==> config.mk <==
export PLATFORM = sky130hd
export DESIGN_NAME = dual_motor_pid_position_controller_top
export DESIGN_NICKNAME = d
export VERILOG_FILES = /design/src/hdl/dmpc_pkg.sv /design/src/hdl/dmpc_regs.sv /design/src/hdl/dmpc_ctrl.sv /design/src/hdl/dmpc_datapath.sv /design/src/hdl/dual_motor_pid_position_controller_top.sv
export SDC_FILE = /design/constraint.sdc
export NUM_CORES = 2
export LEC_CHECK = 0
export ABC_AREA = 1
export ABC_CLOCK_PERIOD_IN_PS = 11600
export BUFFER_PORTS_ARGS = -buffer_cell sky130_fd_sc_hd__buf_2
export CAP_MARGIN = 20
export CELL_PAD_IN_SITES_DETAIL_PLACEMENT = 1
export CELL_PAD_IN_SITES_GLOBAL_PLACEMENT = 2
export CORE_ASPECT_RATIO = 0.9
export CORE_MARGIN = 5
export CORE_UTILIZATION = 36
export CTS_BUF_LIST = sky130_fd_sc_hd__clkbuf_2
export CTS_CLUSTER_DIAMETER = 40
export CTS_CLUSTER_SIZE = 24
export DETAILED_ROUTE_END_ITERATION = 10
export GPL_ROUTABILITY_DRIVEN = 1
export PLACE_DENSITY_LB_ADDON = 0.1
export SLEW_MARGIN = 20
export SYNTH_ARGS = -nofsm -noshare
export SYNTH_HDL_FRONTEND = slang
export SYNTH_HIERARCHICAL = 1
export SYNTH_SLANG_ARGS = --single-unit
==> constraint.sdc <==
create_clock -name aclk -period 11.6 [get_ports aclk]
set_clock_uncertainty 0.1 [all_clocks]
set_input_delay 1.74 -clock aclk [delete_from_list [all_inputs] [get_ports aclk]]
set_output_delay 1.74 -clock aclk [all_outputs]
set_load 0.005 [all_outputs]
==> src/hdl/dmpc_pkg.sv <==
// ----------------------------------------------------------------------------
// dmpc_pkg
// Shared constants, register codes, sequencer command codes and the
// saturation and rounding helpers of the dual motor position controller.
// ----------------------------------------------------------------------------
`timescale 1ns / 1ps
`default_nettype none

package dmpc_pkg;

    // encoder and fixed-point formats
    localparam int COUNT_WIDTH = 16;
    localparam int FRAC_BITS   = 8;
    localparam int FILT_SHIFT  = 8;
    localparam int POS_SHIFT   = 16;

    // shared multiplier and accumulator widths
    localparam int MUL_A_W = 33;
    localparam int MUL_B_W = 17;
    localparam int PROD_W  = MUL_A_W + MUL_B_W;
    localparam int ACC_W   = PROD_W + 2;
    localparam int DRV_W   = ACC_W - FRAC_BITS;

    // stream and configuration port widths
    localparam int S_TDATA_W  = 72;
    localparam int M_TDATA_W  = 48;
    localparam int CFG_IDX_W  = 3;
    localparam int CFG_DATA_W = 16;

    // configuration register indexes
    typedef logic [CFG_IDX_W-1:0] cfg_idx_t;
    localparam cfg_idx_t REG_KP        = 3'd0;
    localparam cfg_idx_t REG_KI        = 3'd1;
    localparam cfg_idx_t REG_KD        = 3'd2;
    localparam cfg_idx_t REG_RATE      = 3'd3;
    localparam cfg_idx_t REG_FILT      = 3'd4;
    localparam cfg_idx_t REG_THRESHOLD = 3'd5;
    localparam cfg_idx_t REG_CPM       = 3'd6;
    localparam cfg_idx_t REG_MM2C      = 3'd7;

    // configuration reset values
    localparam logic [15:0] KP_RESET        = 16'd384;
    localparam logic [15:0] KI_RESET        = 16'd26;
    localparam logic [15:0] KD_RESET        = 16'd77;
    localparam logic [9:0]  RATE_RESET      = 10'd50;
    localparam logic [8:0]  FILT_RESET      = 9'd43;
    localparam logic [9:0]  THRESHOLD_RESET = 10'd10;
    localparam logic [15:0] CPM_RESET       = 16'd2074;
    localparam logic [15:0] MM2C_RESET      = 16'd4045;
    localparam logic [7:0]  MAX_DRIVE_RESET = 8'd200;
    localparam logic [8:0]  FILT_UNITY      = 9'd256;

    typedef struct packed {
        logic [15:0] kp_gain;
        logic [15:0] ki_gain;
        logic [15:0] kd_gain;
        logic [9:0]  rate_scale;
        logic [8:0]  filter_weight;
        logic [9:0]  arrive_threshold;
        logic [15:0] counts_per_mm;
        logic [15:0] mm_per_two_counts;
    } cfg_t;

    // multiplier operand pair select
    typedef logic [3:0] mul_t;
    localparam mul_t MUL_NONE     = 4'd0;
    localparam mul_t MUL_RATE     = 4'd1;
    localparam mul_t MUL_FILT_OLD = 4'd2;
    localparam mul_t MUL_FILT_NEW = 4'd3;
    localparam mul_t MUL_P        = 4'd4;
    localparam mul_t MUL_I        = 4'd5;
    localparam mul_t MUL_D        = 4'd6;
    localparam mul_t MUL_POS_X    = 4'd7;
    localparam mul_t MUL_POS_Y    = 4'd8;
    localparam mul_t MUL_GOAL_ONE = 4'd9;
    localparam mul_t MUL_GOAL_TWO = 4'd10;

    // accumulator action
    typedef logic [1:0] acc_t;
    localparam acc_t ACC_HOLD = 2'd0;
    localparam acc_t ACC_LOAD = 2'd1;
    localparam acc_t ACC_ADD  = 2'd2;

    // datapath writeback operation
    typedef logic [3:0] op_t;
    localparam op_t OP_NONE     = 4'd0;
    localparam op_t OP_SPEED    = 4'd1;
    localparam op_t OP_GOAL_ONE = 4'd2;
    localparam op_t OP_GOAL_TWO = 4'd3;
    localparam op_t OP_POS_X    = 4'd4;
    localparam op_t OP_POS_Y    = 4'd5;
    localparam op_t OP_ERR      = 4'd6;
    localparam op_t OP_INT      = 4'd7;
    localparam op_t OP_RATE     = 4'd8;
    localparam op_t OP_FILT     = 4'd9;
    localparam op_t OP_DRIVE    = 4'd10;
    localparam op_t OP_FINISH   = 4'd11;
    localparam op_t OP_OFF      = 4'd12;

    typedef struct packed {
        logic capture;
        logic ch;
        mul_t mul;
        acc_t acc;
        op_t  op;
    } cmd_t;

    typedef struct packed {
        logic is_target;
        logic move_enable;
        logic target_changed;
        logic out_free;
    } stat_t;

    // arithmetic shift right that rounds toward zero
    function automatic logic signed [ACC_W-1:0] shr_trunc(
        input logic signed [ACC_W-1:0] v,
        input int                      sh
    );
        logic signed [ACC_W-1:0] bias;
        bias = (ACC_W'(1) <<< sh) - ACC_W'(1);
        if (v[ACC_W-1]) begin
            return (v + bias) >>> sh;
        end
        return v >>> sh;
    endfunction

    // saturate to 32-bit signed
    function automatic logic signed [31:0] sat32(input logic signed [ACC_W-1:0] v);
        logic [ACC_W-32:0] upper;
        upper = v[ACC_W-1:31];
        if (upper == '0 || upper == '1) begin
            return v[31:0];
        end
        if (v[ACC_W-1]) begin
            return 32'sh8000_0000;
        end
        return 32'sh7FFF_FFFF;
    endfunction

    // saturate to the 13-bit signed position range
    function automatic logic signed [12:0] sat_pos(input logic signed [ACC_W-1:0] v);
        logic [ACC_W-13:0] upper;
        upper = v[ACC_W-1:12];
        if (upper == '0 || upper == '1) begin
            return v[12:0];
        end
        if (v[ACC_W-1]) begin
            return 13'sh1000;
        end
        return 13'sh0FFF;
    endfunction

endpackage

`default_nettype wire

==> src/hdl/dmpc_regs.sv <==
// ----------------------------------------------------------------------------
// dmpc_regs
// Configuration register bank: gains, filter, threshold and scale factors.
// ----------------------------------------------------------------------------
`timescale 1ns / 1ps
`default_nettype none

module dmpc_regs (
    input  wire logic                             aclk,
    input  wire logic                             aresetn,
    input  wire logic                             cfg_we,
    input  wire logic [dmpc_pkg::CFG_IDX_W-1:0]   cfg_index,
    input  wire logic [dmpc_pkg::CFG_DATA_W-1:0]  cfg_data,
    output dmpc_pkg::cfg_t                        cfg
);
    import dmpc_pkg::*;

    cfg_t cfg_reg;

    // register writes, one index per transaction
    always_ff @(posedge aclk) begin
        if (!aresetn) begin
            cfg_reg.kp_gain           <= KP_RESET;
            cfg_reg.ki_gain           <= KI_RESET;
            cfg_reg.kd_gain           <= KD_RESET;
            cfg_reg.rate_scale        <= RATE_RESET;
            cfg_reg.filter_weight     <= FILT_RESET;
            cfg_reg.arrive_threshold  <= THRESHOLD_RESET;
            cfg_reg.counts_per_mm     <= CPM_RESET;
            cfg_reg.mm_per_two_counts <= MM2C_RESET;
        end else if (cfg_we) begin
            case (cfg_index)
                REG_KP:        cfg_reg.kp_gain           <= cfg_data;
                REG_KI:        cfg_reg.ki_gain           <= cfg_data;
                REG_KD:        cfg_reg.kd_gain           <= cfg_data;
                REG_RATE:      cfg_reg.rate_scale        <= cfg_data[9:0];
                REG_FILT:      cfg_reg.filter_weight     <= cfg_data[8:0];
                REG_THRESHOLD: cfg_reg.arrive_threshold  <= cfg_data[9:0];
                REG_CPM:       cfg_reg.counts_per_mm     <= cfg_data;
                REG_MM2C:      cfg_reg.mm_per_two_counts <= cfg_data;
                default: ;
            endcase
        end
    end

    assign cfg = cfg_reg;

endmodule

`default_nettype wire

==> src/hdl/dmpc_ctrl.sv <==
// ----------------------------------------------------------------------------
// dmpc_ctrl
// Sequencer: steps the shared multiplier and writeback operations through
// the set-target and control-tick schedules.
// ----------------------------------------------------------------------------
`timescale 1ns / 1ps
`default_nettype none

module dmpc_ctrl (
    input  wire logic            aclk,
    input  wire logic            aresetn,
    input  wire logic            s_tvalid,
    output logic                 s_tready,
    input  wire dmpc_pkg::stat_t stat,
    output dmpc_pkg::cmd_t       cmd
);
    import dmpc_pkg::*;

    localparam logic [4:0] ST_IDLE    = 5'd0;
    localparam logic [4:0] ST_DECODE  = 5'd1;
    localparam logic [4:0] ST_GOAL_M1 = 5'd2;
    localparam logic [4:0] ST_GOAL_M2 = 5'd3;
    localparam logic [4:0] ST_GOAL_W2 = 5'd4;
    localparam logic [4:0] ST_POS_MX  = 5'd5;
    localparam logic [4:0] ST_POS_MY  = 5'd6;
    localparam logic [4:0] ST_POS_WY  = 5'd7;
    localparam logic [4:0] ST_ERR     = 5'd8;
    localparam logic [4:0] ST_INT     = 5'd9;
    localparam logic [4:0] ST_RATE_M  = 5'd10;
    localparam logic [4:0] ST_RATE_W  = 5'd11;
    localparam logic [4:0] ST_FILT_A  = 5'd12;
    localparam logic [4:0] ST_FILT_B  = 5'd13;
    localparam logic [4:0] ST_FILT_W  = 5'd14;
    localparam logic [4:0] ST_P_M     = 5'd15;
    localparam logic [4:0] ST_I_M     = 5'd16;
    localparam logic [4:0] ST_D_M     = 5'd17;
    localparam logic [4:0] ST_D_A     = 5'd18;
    localparam logic [4:0] ST_DRV_W   = 5'd19;
    localparam logic [4:0] ST_FIN     = 5'd20;
    localparam logic [4:0] ST_OFF     = 5'd21;

    logic [4:0] state_reg, state_next;
    logic       ch_reg, ch_next;

    // next state and command decode
    always_comb begin
        state_next  = state_reg;
        ch_next     = ch_reg;
        cmd.capture = 1'b0;
        cmd.ch      = ch_reg;
        cmd.mul     = MUL_NONE;
        cmd.acc     = ACC_HOLD;
        cmd.op      = OP_NONE;
        case (state_reg)
            ST_IDLE: begin
                if (s_tvalid) begin
                    cmd.capture = 1'b1;
                    state_next  = ST_DECODE;
                end
            end
            ST_DECODE: begin
                if (stat.is_target) begin
                    cmd.op     = OP_SPEED;
                    state_next = stat.target_changed ? ST_GOAL_M1 : ST_IDLE;
                end else if (stat.move_enable) begin
                    state_next = ST_POS_MX;
                end else begin
                    state_next = ST_OFF;
                end
            end
            ST_GOAL_M1: begin
                cmd.mul    = MUL_GOAL_ONE;
                state_next = ST_GOAL_M2;
            end
            ST_GOAL_M2: begin
                cmd.op     = OP_GOAL_ONE;
                cmd.mul    = MUL_GOAL_TWO;
                state_next = ST_GOAL_W2;
            end
            ST_GOAL_W2: begin
                cmd.op     = OP_GOAL_TWO;
                state_next = ST_IDLE;
            end
            ST_POS_MX: begin
                cmd.mul    = MUL_POS_X;
                state_next = ST_POS_MY;
            end
            ST_POS_MY: begin
                cmd.op     = OP_POS_X;
                cmd.mul    = MUL_POS_Y;
                state_next = ST_POS_WY;
            end
            ST_POS_WY: begin
                cmd.op     = OP_POS_Y;
                ch_next    = 1'b0;
                state_next = ST_ERR;
            end
            ST_ERR: begin
                cmd.op     = OP_ERR;
                state_next = ST_INT;
            end
            ST_INT: begin
                cmd.op     = OP_INT;
                state_next = ST_RATE_M;
            end
            ST_RATE_M: begin
                cmd.mul    = MUL_RATE;
                state_next = ST_RATE_W;
            end
            ST_RATE_W: begin
                cmd.op     = OP_RATE;
                cmd.mul    = MUL_FILT_OLD;
                state_next = ST_FILT_A;
            end
            ST_FILT_A: begin
                cmd.acc    = ACC_LOAD;
                cmd.mul    = MUL_FILT_NEW;
                state_next = ST_FILT_B;
            end
            ST_FILT_B: begin
                cmd.acc    = ACC_ADD;
                state_next = ST_FILT_W;
            end
            ST_FILT_W: begin
                cmd.op     = OP_FILT;
                state_next = ST_P_M;
            end
            ST_P_M: begin
                cmd.mul    = MUL_P;
                state_next = ST_I_M;
            end
            ST_I_M: begin
                cmd.acc    = ACC_LOAD;
                cmd.mul    = MUL_I;
                state_next = ST_D_M;
            end
            ST_D_M: begin
                cmd.acc    = ACC_ADD;
                cmd.mul    = MUL_D;
                state_next = ST_D_A;
            end
            ST_D_A: begin
                cmd.acc    = ACC_ADD;
                state_next = ST_DRV_W;
            end
            ST_DRV_W: begin
                cmd.op = OP_DRIVE;
                if (ch_reg) begin
                    state_next = ST_FIN;
                end else begin
                    ch_next    = 1'b1;
                    state_next = ST_ERR;
                end
            end
            // wait for the output slot, then publish the result
            ST_FIN: begin
                if (stat.out_free) begin
                    cmd.op     = OP_FINISH;
                    state_next = ST_IDLE;
                end
            end
            ST_OFF: begin
                if (stat.out_free) begin
                    cmd.op     = OP_OFF;
                    state_next = ST_IDLE;
                end
            end
            default: begin
                state_next = ST_IDLE;
            end
        endcase
    end

    // state register
    always_ff @(posedge aclk) begin
        if (!aresetn) begin
            state_reg <= ST_IDLE;
            ch_reg    <= 1'b0;
        end else begin
            state_reg <= state_next;
            ch_reg    <= ch_next;
        end
    end

    assign s_tready = (state_reg == ST_IDLE);

endmodule

`default_nettype wire

==> src/hdl/dmpc_datapath.sv <==
// ----------------------------------------------------------------------------
// dmpc_datapath
// Item register, shared 33x17 multiplier with accumulator, controller state
// of both channels and the output register.
// ----------------------------------------------------------------------------
`timescale 1ns / 1ps
`default_nettype none

module dmpc_datapath (
    input  wire logic                            aclk,
    input  wire logic                            aresetn,
    input  wire dmpc_pkg::cmd_t                  cmd,
    output dmpc_pkg::stat_t                      stat,
    input  wire dmpc_pkg::cfg_t                  cfg,
    input  wire logic [dmpc_pkg::S_TDATA_W-1:0]  s_tdata,
    input  wire logic                            s_tuser,
    output logic                                 m_tvalid,
    input  wire logic                            m_tready,
    output logic [dmpc_pkg::M_TDATA_W-1:0]       m_tdata
);
    import dmpc_pkg::*;

    // captured item
    logic               func_reg;
    logic [15:0]        cnt_one_reg, cnt_two_reg;
    logic               enable_reg;
    logic signed [11:0] tx_reg, ty_reg;
    logic [7:0]         speed_reg;

    // persistent controller state
    logic signed [31:0] goal_one_reg, goal_two_reg;
    logic signed [11:0] goal_x_reg, goal_y_reg;
    logic signed [31:0] last_e_one_reg, last_e_two_reg;
    logic signed [31:0] integ_one_reg, integ_two_reg;
    logic signed [31:0] filt_one_reg, filt_two_reg;
    logic [7:0]         max_drive_reg;
    logic               held_rev_one_reg, held_rev_two_reg, held_arr_reg;
    logic signed [12:0] held_px_reg, held_py_reg;

    // working registers
    logic signed [PROD_W-1:0]  prod_reg;
    logic signed [ACC_W-1:0]   acc_reg;
    logic signed [31:0]        e_reg, rate_reg;
    logic signed [MUL_A_W-1:0] diff_reg;
    logic signed [DRV_W-1:0]   drive_one_reg, drive_two_reg;

    // output stage
    logic                 m_tvalid_reg;
    logic [M_TDATA_W-1:0] m_tdata_reg;

    // capture the accepted transaction
    // s_tdata: count_one, count_two, move_enable, target_x_mm, target_y_mm, speed_limit
    always_ff @(posedge aclk) begin
        if (cmd.capture) begin
            func_reg    <= s_tuser;
            cnt_one_reg <= s_tdata[15:0];
            cnt_two_reg <= s_tdata[31:16];
            enable_reg  <= s_tdata[32];
            tx_reg      <= s_tdata[44:33];
            ty_reg      <= s_tdata[56:45];
            speed_reg   <= s_tdata[64:57];
        end
    end

    // operand extension
    logic signed [MUL_A_W-1:0] c_one_ext, c_two_ext, tx_ext, ty_ext, cnt_sel;
    assign c_one_ext = MUL_A_W'(signed'(cnt_one_reg[COUNT_WIDTH-1:0]));
    assign c_two_ext = MUL_A_W'(signed'(cnt_two_reg[COUNT_WIDTH-1:0]));
    assign tx_ext    = MUL_A_W'(tx_reg);
    assign ty_ext    = MUL_A_W'(ty_reg);

    // channel select
    logic signed [31:0] goal_sel, last_e_sel, integ_sel, filt_sel;
    assign goal_sel   = cmd.ch ? goal_two_reg   : goal_one_reg;
    assign last_e_sel = cmd.ch ? last_e_two_reg : last_e_one_reg;
    assign integ_sel  = cmd.ch ? integ_two_reg  : integ_one_reg;
    assign filt_sel   = cmd.ch ? filt_two_reg   : filt_one_reg;
    assign cnt_sel    = cmd.ch ? c_two_ext      : c_one_ext;

    // filter weight limited to unity
    logic [8:0] fw_lim, fw_inv;
    assign fw_lim = (cfg.filter_weight > FILT_UNITY) ? FILT_UNITY : cfg.filter_weight;
    assign fw_inv = FILT_UNITY - fw_lim;

    // multiplier operand select
    logic signed [MUL_A_W-1:0] mul_a;
    logic signed [MUL_B_W-1:0] mul_b;
    always_comb begin
        mul_a = '0;
        mul_b = '0;
        case (cmd.mul)
            MUL_RATE: begin
                mul_a = diff_reg;
                mul_b = {7'd0, cfg.rate_scale};
            end
            MUL_FILT_OLD: begin
                mul_a = MUL_A_W'(filt_sel);
                mul_b = {8'd0, fw_inv};
            end
            MUL_FILT_NEW: begin
                mul_a = MUL_A_W'(rate_reg);
                mul_b = {8'd0, fw_lim};
            end
            MUL_P: begin
                mul_a = MUL_A_W'(e_reg);
                mul_b = {1'b0, cfg.kp_gain};
            end
            MUL_I: begin
                mul_a = MUL_A_W'(integ_sel);
                mul_b = {1'b0, cfg.ki_gain};
            end
            MUL_D: begin
                mul_a = MUL_A_W'(filt_sel);
                mul_b = {1'b0, cfg.kd_gain};
            end
            MUL_POS_X: begin
                mul_a = c_one_ext + c_two_ext;
                mul_b = {1'b0, cfg.mm_per_two_counts};
            end
            MUL_POS_Y: begin
                mul_a = c_two_ext - c_one_ext;
                mul_b = {1'b0, cfg.mm_per_two_counts};
            end
            MUL_GOAL_ONE: begin
                mul_a = tx_ext - ty_ext;
                mul_b = {1'b0, cfg.counts_per_mm};
            end
            MUL_GOAL_TWO: begin
                mul_a = tx_ext + ty_ext;
                mul_b = {1'b0, cfg.counts_per_mm};
            end
            default: ;
        endcase
    end

    // product register and accumulator
    logic signed [ACC_W-1:0] prod_ext;
    assign prod_ext = ACC_W'(prod_reg);

    always_ff @(posedge aclk) begin
        prod_reg <= mul_a * mul_b;
        case (cmd.acc)
            ACC_LOAD: acc_reg <= prod_ext;
            ACC_ADD:  acc_reg <= acc_reg + prod_ext;
            default:  ;
        endcase
    end

    // writeback values
    logic signed [31:0]        e_next, integ_next, rate_next, filt_next, goal_next;
    logic signed [MUL_A_W-1:0] diff_next;
    logic signed [DRV_W-1:0]   drive_next;
    logic signed [12:0]        pos_next;
    assign e_next     = sat32(ACC_W'(goal_sel) - ACC_W'(cnt_sel));
    assign integ_next = sat32(ACC_W'(integ_sel) + ACC_W'(e_reg));
    assign diff_next  = MUL_A_W'(e_reg) - MUL_A_W'(last_e_sel);
    assign rate_next  = sat32(prod_ext);
    assign filt_next  = sat32(shr_trunc(acc_reg, FILT_SHIFT));
    assign drive_next = DRV_W'(shr_trunc(acc_reg, FRAC_BITS));
    assign goal_next  = sat32(shr_trunc(prod_ext, FRAC_BITS));
    assign pos_next   = sat_pos(shr_trunc(prod_ext, POS_SHIFT));

    // arrival test on both errors
    logic [32:0] e_one_abs, e_two_abs;
    logic        arrived_now;
    assign e_one_abs = last_e_one_reg[31] ? (33'd0 - 33'(last_e_one_reg)) : 33'(last_e_one_reg);
    assign e_two_abs = last_e_two_reg[31] ? (33'd0 - 33'(last_e_two_reg)) : 33'(last_e_two_reg);
    assign arrived_now = (e_one_abs < 33'(cfg.arrive_threshold))
                      && (e_two_abs < 33'(cfg.arrive_threshold));

    // magnitude, direction and clamp to the speed limit
    logic [DRV_W-1:0] d_one_abs, d_two_abs;
    logic [7:0]       pwm_one, pwm_two;
    logic             rev_one, rev_two;
    assign d_one_abs = drive_one_reg[DRV_W-1] ? (DRV_W'(0) - drive_one_reg) : drive_one_reg;
    assign d_two_abs = drive_two_reg[DRV_W-1] ? (DRV_W'(0) - drive_two_reg) : drive_two_reg;
    assign pwm_one = arrived_now ? 8'd0 :
                     (d_one_abs > DRV_W'(max_drive_reg)) ? max_drive_reg : d_one_abs[7:0];
    assign pwm_two = arrived_now ? 8'd0 :
                     (d_two_abs > DRV_W'(max_drive_reg)) ? max_drive_reg : d_two_abs[7:0];
    assign rev_one = !arrived_now && drive_one_reg[DRV_W-1];
    assign rev_two = !arrived_now && drive_two_reg[DRV_W-1];

    // working registers of the channel sequence
    always_ff @(posedge aclk) begin
        case (cmd.op)
            OP_ERR:  e_reg    <= e_next;
            OP_INT:  diff_reg <= diff_next;
            OP_RATE: rate_reg <= rate_next;
            OP_DRIVE: begin
                if (cmd.ch) begin
                    drive_two_reg <= drive_next;
                end else begin
                    drive_one_reg <= drive_next;
                end
            end
            default: ;
        endcase
    end

    // persistent state updates
    always_ff @(posedge aclk) begin
        if (!aresetn) begin
            goal_one_reg     <= '0;
            goal_two_reg     <= '0;
            goal_x_reg       <= '0;
            goal_y_reg       <= '0;
            last_e_one_reg   <= '0;
            last_e_two_reg   <= '0;
            integ_one_reg    <= '0;
            integ_two_reg    <= '0;
            filt_one_reg     <= '0;
            filt_two_reg     <= '0;
            max_drive_reg    <= MAX_DRIVE_RESET;
            held_rev_one_reg <= 1'b0;
            held_rev_two_reg <= 1'b0;
            held_arr_reg     <= 1'b0;
            held_px_reg      <= '0;
            held_py_reg      <= '0;
        end else begin
            case (cmd.op)
                OP_SPEED: max_drive_reg <= speed_reg;
                OP_GOAL_ONE: goal_one_reg <= goal_next;
                // new target: clear errors and integrals
                OP_GOAL_TWO: begin
                    goal_two_reg   <= goal_next;
                    goal_x_reg     <= tx_reg;
                    goal_y_reg     <= ty_reg;
                    last_e_one_reg <= '0;
                    last_e_two_reg <= '0;
                    integ_one_reg  <= '0;
                    integ_two_reg  <= '0;
                end
                OP_POS_X: held_px_reg <= pos_next;
                OP_POS_Y: held_py_reg <= pos_next;
                OP_INT: begin
                    if (cmd.ch) begin
                        integ_two_reg  <= integ_next;
                        last_e_two_reg <= e_reg;
                    end else begin
                        integ_one_reg  <= integ_next;
                        last_e_one_reg <= e_reg;
                    end
                end
                OP_FILT: begin
                    if (cmd.ch) begin
                        filt_two_reg <= filt_next;
                    end else begin
                        filt_one_reg <= filt_next;
                    end
                end
                OP_FINISH: begin
                    held_rev_one_reg <= rev_one;
                    held_rev_two_reg <= rev_two;
                    held_arr_reg     <= arrived_now;
                end
                default: ;
            endcase
        end
    end

    // output register
    always_ff @(posedge aclk) begin
        if (!aresetn) begin
            m_tvalid_reg <= 1'b0;
        end else if (cmd.op == OP_FINISH || cmd.op == OP_OFF) begin
            m_tvalid_reg <= 1'b1;
        end else if (m_tready) begin
            m_tvalid_reg <= 1'b0;
        end
    end

    always_ff @(posedge aclk) begin
        if (cmd.op == OP_FINISH) begin
            m_tdata_reg <= {3'd0, arrived_now, held_py_reg, held_px_reg,
                            rev_two, pwm_two, rev_one, pwm_one};
        end else if (cmd.op == OP_OFF) begin
            m_tdata_reg <= {3'd0, held_arr_reg, held_py_reg, held_px_reg,
                            held_rev_two_reg, 8'd0, held_rev_one_reg, 8'd0};
        end
    end

    assign m_tvalid = m_tvalid_reg;
    assign m_tdata  = m_tdata_reg;

    // status to the sequencer
    assign stat.is_target      = func_reg;
    assign stat.move_enable    = enable_reg;
    assign stat.target_changed = (tx_reg != goal_x_reg) || (ty_reg != goal_y_reg);
    assign stat.out_free       = !m_tvalid_reg || m_tready;

endmodule

`default_nettype wire

==> src/hdl/dual_motor_pid_position_controller_top.sv <==
// ----------------------------------------------------------------------------
// dual_motor_pid_position_controller_top
// Two-channel position PID with filtered derivative for an x/y motor stage.
// ----------------------------------------------------------------------------
// A set-target transaction (tuser high) maps the x/y target to two encoder
// goals and stores the speed limit; it gives no result, and the goals are
// recomputed only when the target changes. A control tick (tuser low) gives
// one result: zero PWM and held status when move_enable is low; when it is
// high, the single shared 33x17 multiplier and its accumulator run the
// position, error rate, derivative filter and PID sum of both channels in
// turn. One item is worked at a time; a finished result waits in the
// output register while the next item is taken, and a tick stalls at its
// end only while an earlier result is still untaken. The user must write
// Configuration through cfg_we/cfg_index/cfg_data while idle; the block itself does not enforce this.
// ----------------------------------------------------------------------------
`timescale 1ns / 1ps
`default_nettype none

module dual_motor_pid_position_controller_top (
    input  wire logic                             aclk,
    input  wire logic                             aresetn,
    // s_tdata: count_one[15:0], count_two[31:16], move_enable[32],
    //          target_x_mm[44:33], target_y_mm[56:45], speed_limit[64:57]
    input  wire logic                             s_tvalid,
    output logic                                  s_tready,
    input  wire logic [dmpc_pkg::S_TDATA_W-1:0]   s_tdata,
    // s_tuser: func (0 control tick, 1 set target)
    input  wire logic                             s_tuser,
    // m_tdata: pwm_one[7:0], reverse_one[8], pwm_two[16:9], reverse_two[17],
    //          position_x_mm[30:18], position_y_mm[43:31], arrived[44]
    output logic                                  m_tvalid,
    input  wire logic                             m_tready,
    output logic [dmpc_pkg::M_TDATA_W-1:0]        m_tdata,
    input  wire logic                             cfg_we,
    input  wire logic [dmpc_pkg::CFG_IDX_W-1:0]   cfg_index,
    input  wire logic [dmpc_pkg::CFG_DATA_W-1:0]  cfg_data
);
    import dmpc_pkg::*;

    cfg_t  cfg;
    cmd_t  cmd;
    stat_t stat;

    // configuration registers
    dmpc_regs u_regs (
        .aclk      (aclk),
        .aresetn   (aresetn),
        .cfg_we    (cfg_we),
        .cfg_index (cfg_index),
        .cfg_data  (cfg_data),
        .cfg       (cfg)
    );

    // sequencer
    dmpc_ctrl u_ctrl (
        .aclk     (aclk),
        .aresetn  (aresetn),
        .s_tvalid (s_tvalid),
        .s_tready (s_tready),
        .stat     (stat),
        .cmd      (cmd)
    );

    // arithmetic and state
    dmpc_datapath u_datapath (
        .aclk     (aclk),
        .aresetn  (aresetn),
        .cmd      (cmd),
        .stat     (stat),
        .cfg      (cfg),
        .s_tdata  (s_tdata),
        .s_tuser  (s_tuser),
        .m_tvalid (m_tvalid),
        .m_tready (m_tready),
        .m_tdata  (m_tdata)
    );

endmodule

`default_nettype wire
==> results.yml <==
clock_network:
  cts.path.max_buffers: 3
  worst_skew_pair.late_latency_ns: 1.79
  clk_root_buffer_cell: "sky130_fd_sc_hd__clkbuf_2"
  tritoncts: "yes"
  cts-htree-levels: 4
  cts_num_sinks: 831
  postCtsSetupBuffers: 0
  cts_inserted_buffers: 172
  cts_hold_buffers: 75
  clkSlewWorstSetupHoldPaths_ns: 0.19
  ctsResizeCount: 0
sta:
  rsz_0062_raised_after_global_routing: "no"
  final_critical_path_setup_slack_ns: 0.683
  peak_clock_frequency_supported_by_timing_mhz: 91.6
  max_slew.worst_pin.slew_ns: 1.17
  timing.hold.ws_ns: 0.253
  timing.slew.headroom: 0.218
  final_slew_violations: 0
  period_share: 0.941
  final-hold-violation-count: 0
  setup_tns_ns: 0
  final-setup-viol-count: 0
  finalWorstPathRequiredPeriod_ns: 10.92
setup_path:
  worst-path-max-fanout: 11
  arrival_ns: 12.30
  timing.critical_path.mode_cell: "sky130_fd_sc_hd__inv_1"
  last_element_of_the_critical_path: "u_datapath/prod_reg[43]"
  worstSetupPathType: "flop to flop"
  critPathMaxStageDelay_ns: 0.85
  r2r-start: "u_ctrl/state_reg[1]"
  worst_r2r_path_depth: 35
  critical_path.startpoint: "u_ctrl/state_reg[1]"
  nature_of_the_critical_path_endpoint: "flop"
  r2r_end: "u_datapath/prod_reg[43]"
  startpoint_type: "flop"
  worst_path_max_delay_cell: "sky130_fd_sc_hd__o21ai_0"
  crit_required_ns: 12.98
  regToRegSetupSlack_ns: 0.68
synthesis:
  synth.avg_cell_area_um2: 7.11
  synth-seq-cells: 831
  ys.warnings.count: 6
  ys_seq_area_frac: 0.272
  cell_variety_after_synth: 64
  syn-cell-area_mm2: 0.0741
  number_of_synthesized_flops_with_an_enable_pin: 348
  synth-async-reset-ratio: 0
  synth_ff_type: "sky130_fd_sc_hd__dfxtp_1"
  postSynthCellCount: 10400
drt:
  dr.first_iter.drc_count: 4552
  detail_route.first_pass.iterations: 6
  route.final.wire_length_mm: 306
  routed_via_density: 5.24
  route.detailed.drc: 0
  detailroute.via_count: 70700
  wire_per_inst_um: 22.7
  drt.antenna.violating_nets: 0
final_layout:
  ratio_of_cells_with_drive_above_1_in_the_final_layout: 0.0702
  largest_reg_flops: 109
  total_nets_final: 11600
  area_delta_synth_final_pct: 9.84
grt:
  global_route.overflow_total: 0
  first_pass_grt_wire_length_mm: 461
  largest_net_degree_at_the_start_of_global_routing: 138
  track_usage: 0.281
  first_global_vias: 73700
  initial_antenna_violation_count: 9
die:
  die-height_um: 440
  floorplan.die_area_mm2: 0.215
  effective_utilization_at_floorplan: 0.361
  std_cell_rows: 158
  die_w_um: 488
  num_io_pins: 147
  fp.coreArea_mm2: 0.205
placement:
  place_worst_setup_slack_ns: 0.843
  dp.final_hpwl_mm: 244
  gp_routability_congestion: 0.927
  number_of_buffer_cells_added_on_primary_ports: 136
power_and_ir_drop:
  p_sw_frac: 0.540
  p_seq_frac: 0.234
  comb_power_share: 0.609
  max-vdd-ir-drop_mv: 0.118
  static-leakage-power_uw: 0.0382
  clock_power_share: 0.157
  power-per-cell-area_mw_per_mm2: 203
  internal-power_uw: 7590
  net-switching-power_uw: 8910
run:
  max-cap-violations: 0
run_status:
  run_status: "finished, final reports clean"
hold_path:
  timing.hold.worst.class: "input port to flop"
[synth_stat cells, types with 31 or more instances]
master                     number  area, µm²
sky130_fd_sc_hd__fa_1         511      10200
sky130_fd_sc_hd__clkbuf_1     199        747
sky130_fd_sc_hd__o21a_1        68        510
sky130_fd_sc_hd__buf_4         31        233
sky130_fd_sc_hd__xor2_1       227       1990
sky130_fd_sc_hd__o21ai_0      625       3130
sky130_fd_sc_hd__inv_1       1635       6140
sky130_fd_sc_hd__nor3_1        82        410
sky130_fd_sc_hd__edfxtp_1     348      10500
sky130_fd_sc_hd__a31oi_1       48        300
sky130_fd_sc_hd__ha_1         362       4530
sky130_fd_sc_hd__nand4_1      113        707
sky130_fd_sc_hd__a21oi_1      581       2910
sky130_fd_sc_hd__nand2_1     2496       9370
sky130_fd_sc_hd__nand3_1      656       3280
sky130_fd_sc_hd__nor2_1      1305       4900
sky130_fd_sc_hd__dfxtp_1      483       9670
sky130_fd_sc_hd__xnor2_1      105        920
sky130_fd_sc_hd__buf_2        105        526
[logic make-up after synthesis]
group / synth area share
AO/OA/AOI/OAI: 0.118
XOR/XNOR: 0.0393
adder cells (fa/ha/maj): 0.199
buffers and inverters: 0.107
flip-flops: 0.272
other: 0.0000506
AND/OR/NAND/NOR: 0.264
[critical path: cells and delay by family (launching register included)]
family | cells | cell delay (ns)
flops | 1 | 0.44
buf+inv | 8 | 1.40
simple gates | 14 | 2.82
compound gates | 6 | 2.44
fa+ha+maj | 7 | 3.45
[placed cells by master, fill, tap and decap left out, drive strengths merged, types with 48 or more instances in the layout]
| cell | instances |
|---|---|
| nand2 | 2506 |
| inv | 1692 |
| nor2 | 1341 |
| nand3 | 667 |
| o21ai | 645 |
| a21oi | 582 |
| fa | 511 |
| dfxtp | 483 |
| ha | 362 |
| edfxtp | 348 |
| buf | 301 |
| xor2 | 227 |
| clkbuf | 182 |
| nand4 | 113 |
| xnor2 | 105 |
| nor3 | 84 |
| clkinv | 79 |
| dlygate4sd3 | 75 |
| o21a | 68 |
| a31oi | 48 |
[per-layer routing]
layer / up-vias / track usage / wire length, µm
met4: 2 / 0.0682 / 7350
li1: 33600 / - / -
met2: 1360 / 0.474 / 143000
met3: 331 / 0.0268 / 12300
met5: - / 0 / 17
met1: 35400 / 0.390 / 143000
[through the flow]
step / instance area, µm² / std cells / utilization / total power [µW]
final: 81300 / 13500 / 0.396 / 16500
after global routing: 81300 / 13500 / 0.396 / 17900
after CTS: 81300 / 13500 / 0.396 / 16600
after detailed placement: 78000 / 13100 / 0.380 / 13900
after global placement: 78000 / 13100 / 0.380 / 13700
after floorplan: 74100 / 10400 / - / 10100
[how the worst min path moves through the flow]
| stage | from | endpoint | slack, ns | cells past startpoint |
|---|---|---|---|---|
| 5_1_grt | cfg_data[8] | u_regs/cfg[8] | 0.07 | 3 |
| 6_report | cfg_data[6] | u_regs/cfg[67] | 0.25 | 3 |
| 4_1_cts | cfg_data[3] | u_regs/cfg[35] | 0.002 | 3 |
| 3_3_place_gp | u_datapath/held_py_reg[12] | u_datapath/m_tdata[43] | 0.31 | 0 |
| 2_1_floorplan | u_datapath/held_px_reg[12] | u_datapath/m_tdata[30] | 0.30 | 0 |
| 3_5_place_dp | u_datapath/held_py_reg[12] | u_datapath/m_tdata[43] | 0.32 | 0 |
[power by group through the flow]
stage,sequential [µW],clock [µW],combinational (µW)
final,3860,2600,10000
after global routing,3890,2830,11100
after CTS,3860,2700,10000
after detailed placement,3920,0,9970
after global placement,3910,0,9790
after floorplan,3750,0,6390
[final cells by class]
type / instances / area [µm²]
sequential: 831 / 20100
multi-input combinational: 7551 / 46200
clock inverter: 141 / 1580
inverter: 1674 / 6290
antenna: 11 / 27.5
fill: 25900 / 124000
clock buffer: 182 / 911
timing repair buffer: 376 / 2780
tap: 2720 / 3400
Note: power is estimated with default switching activity, not from simulation.
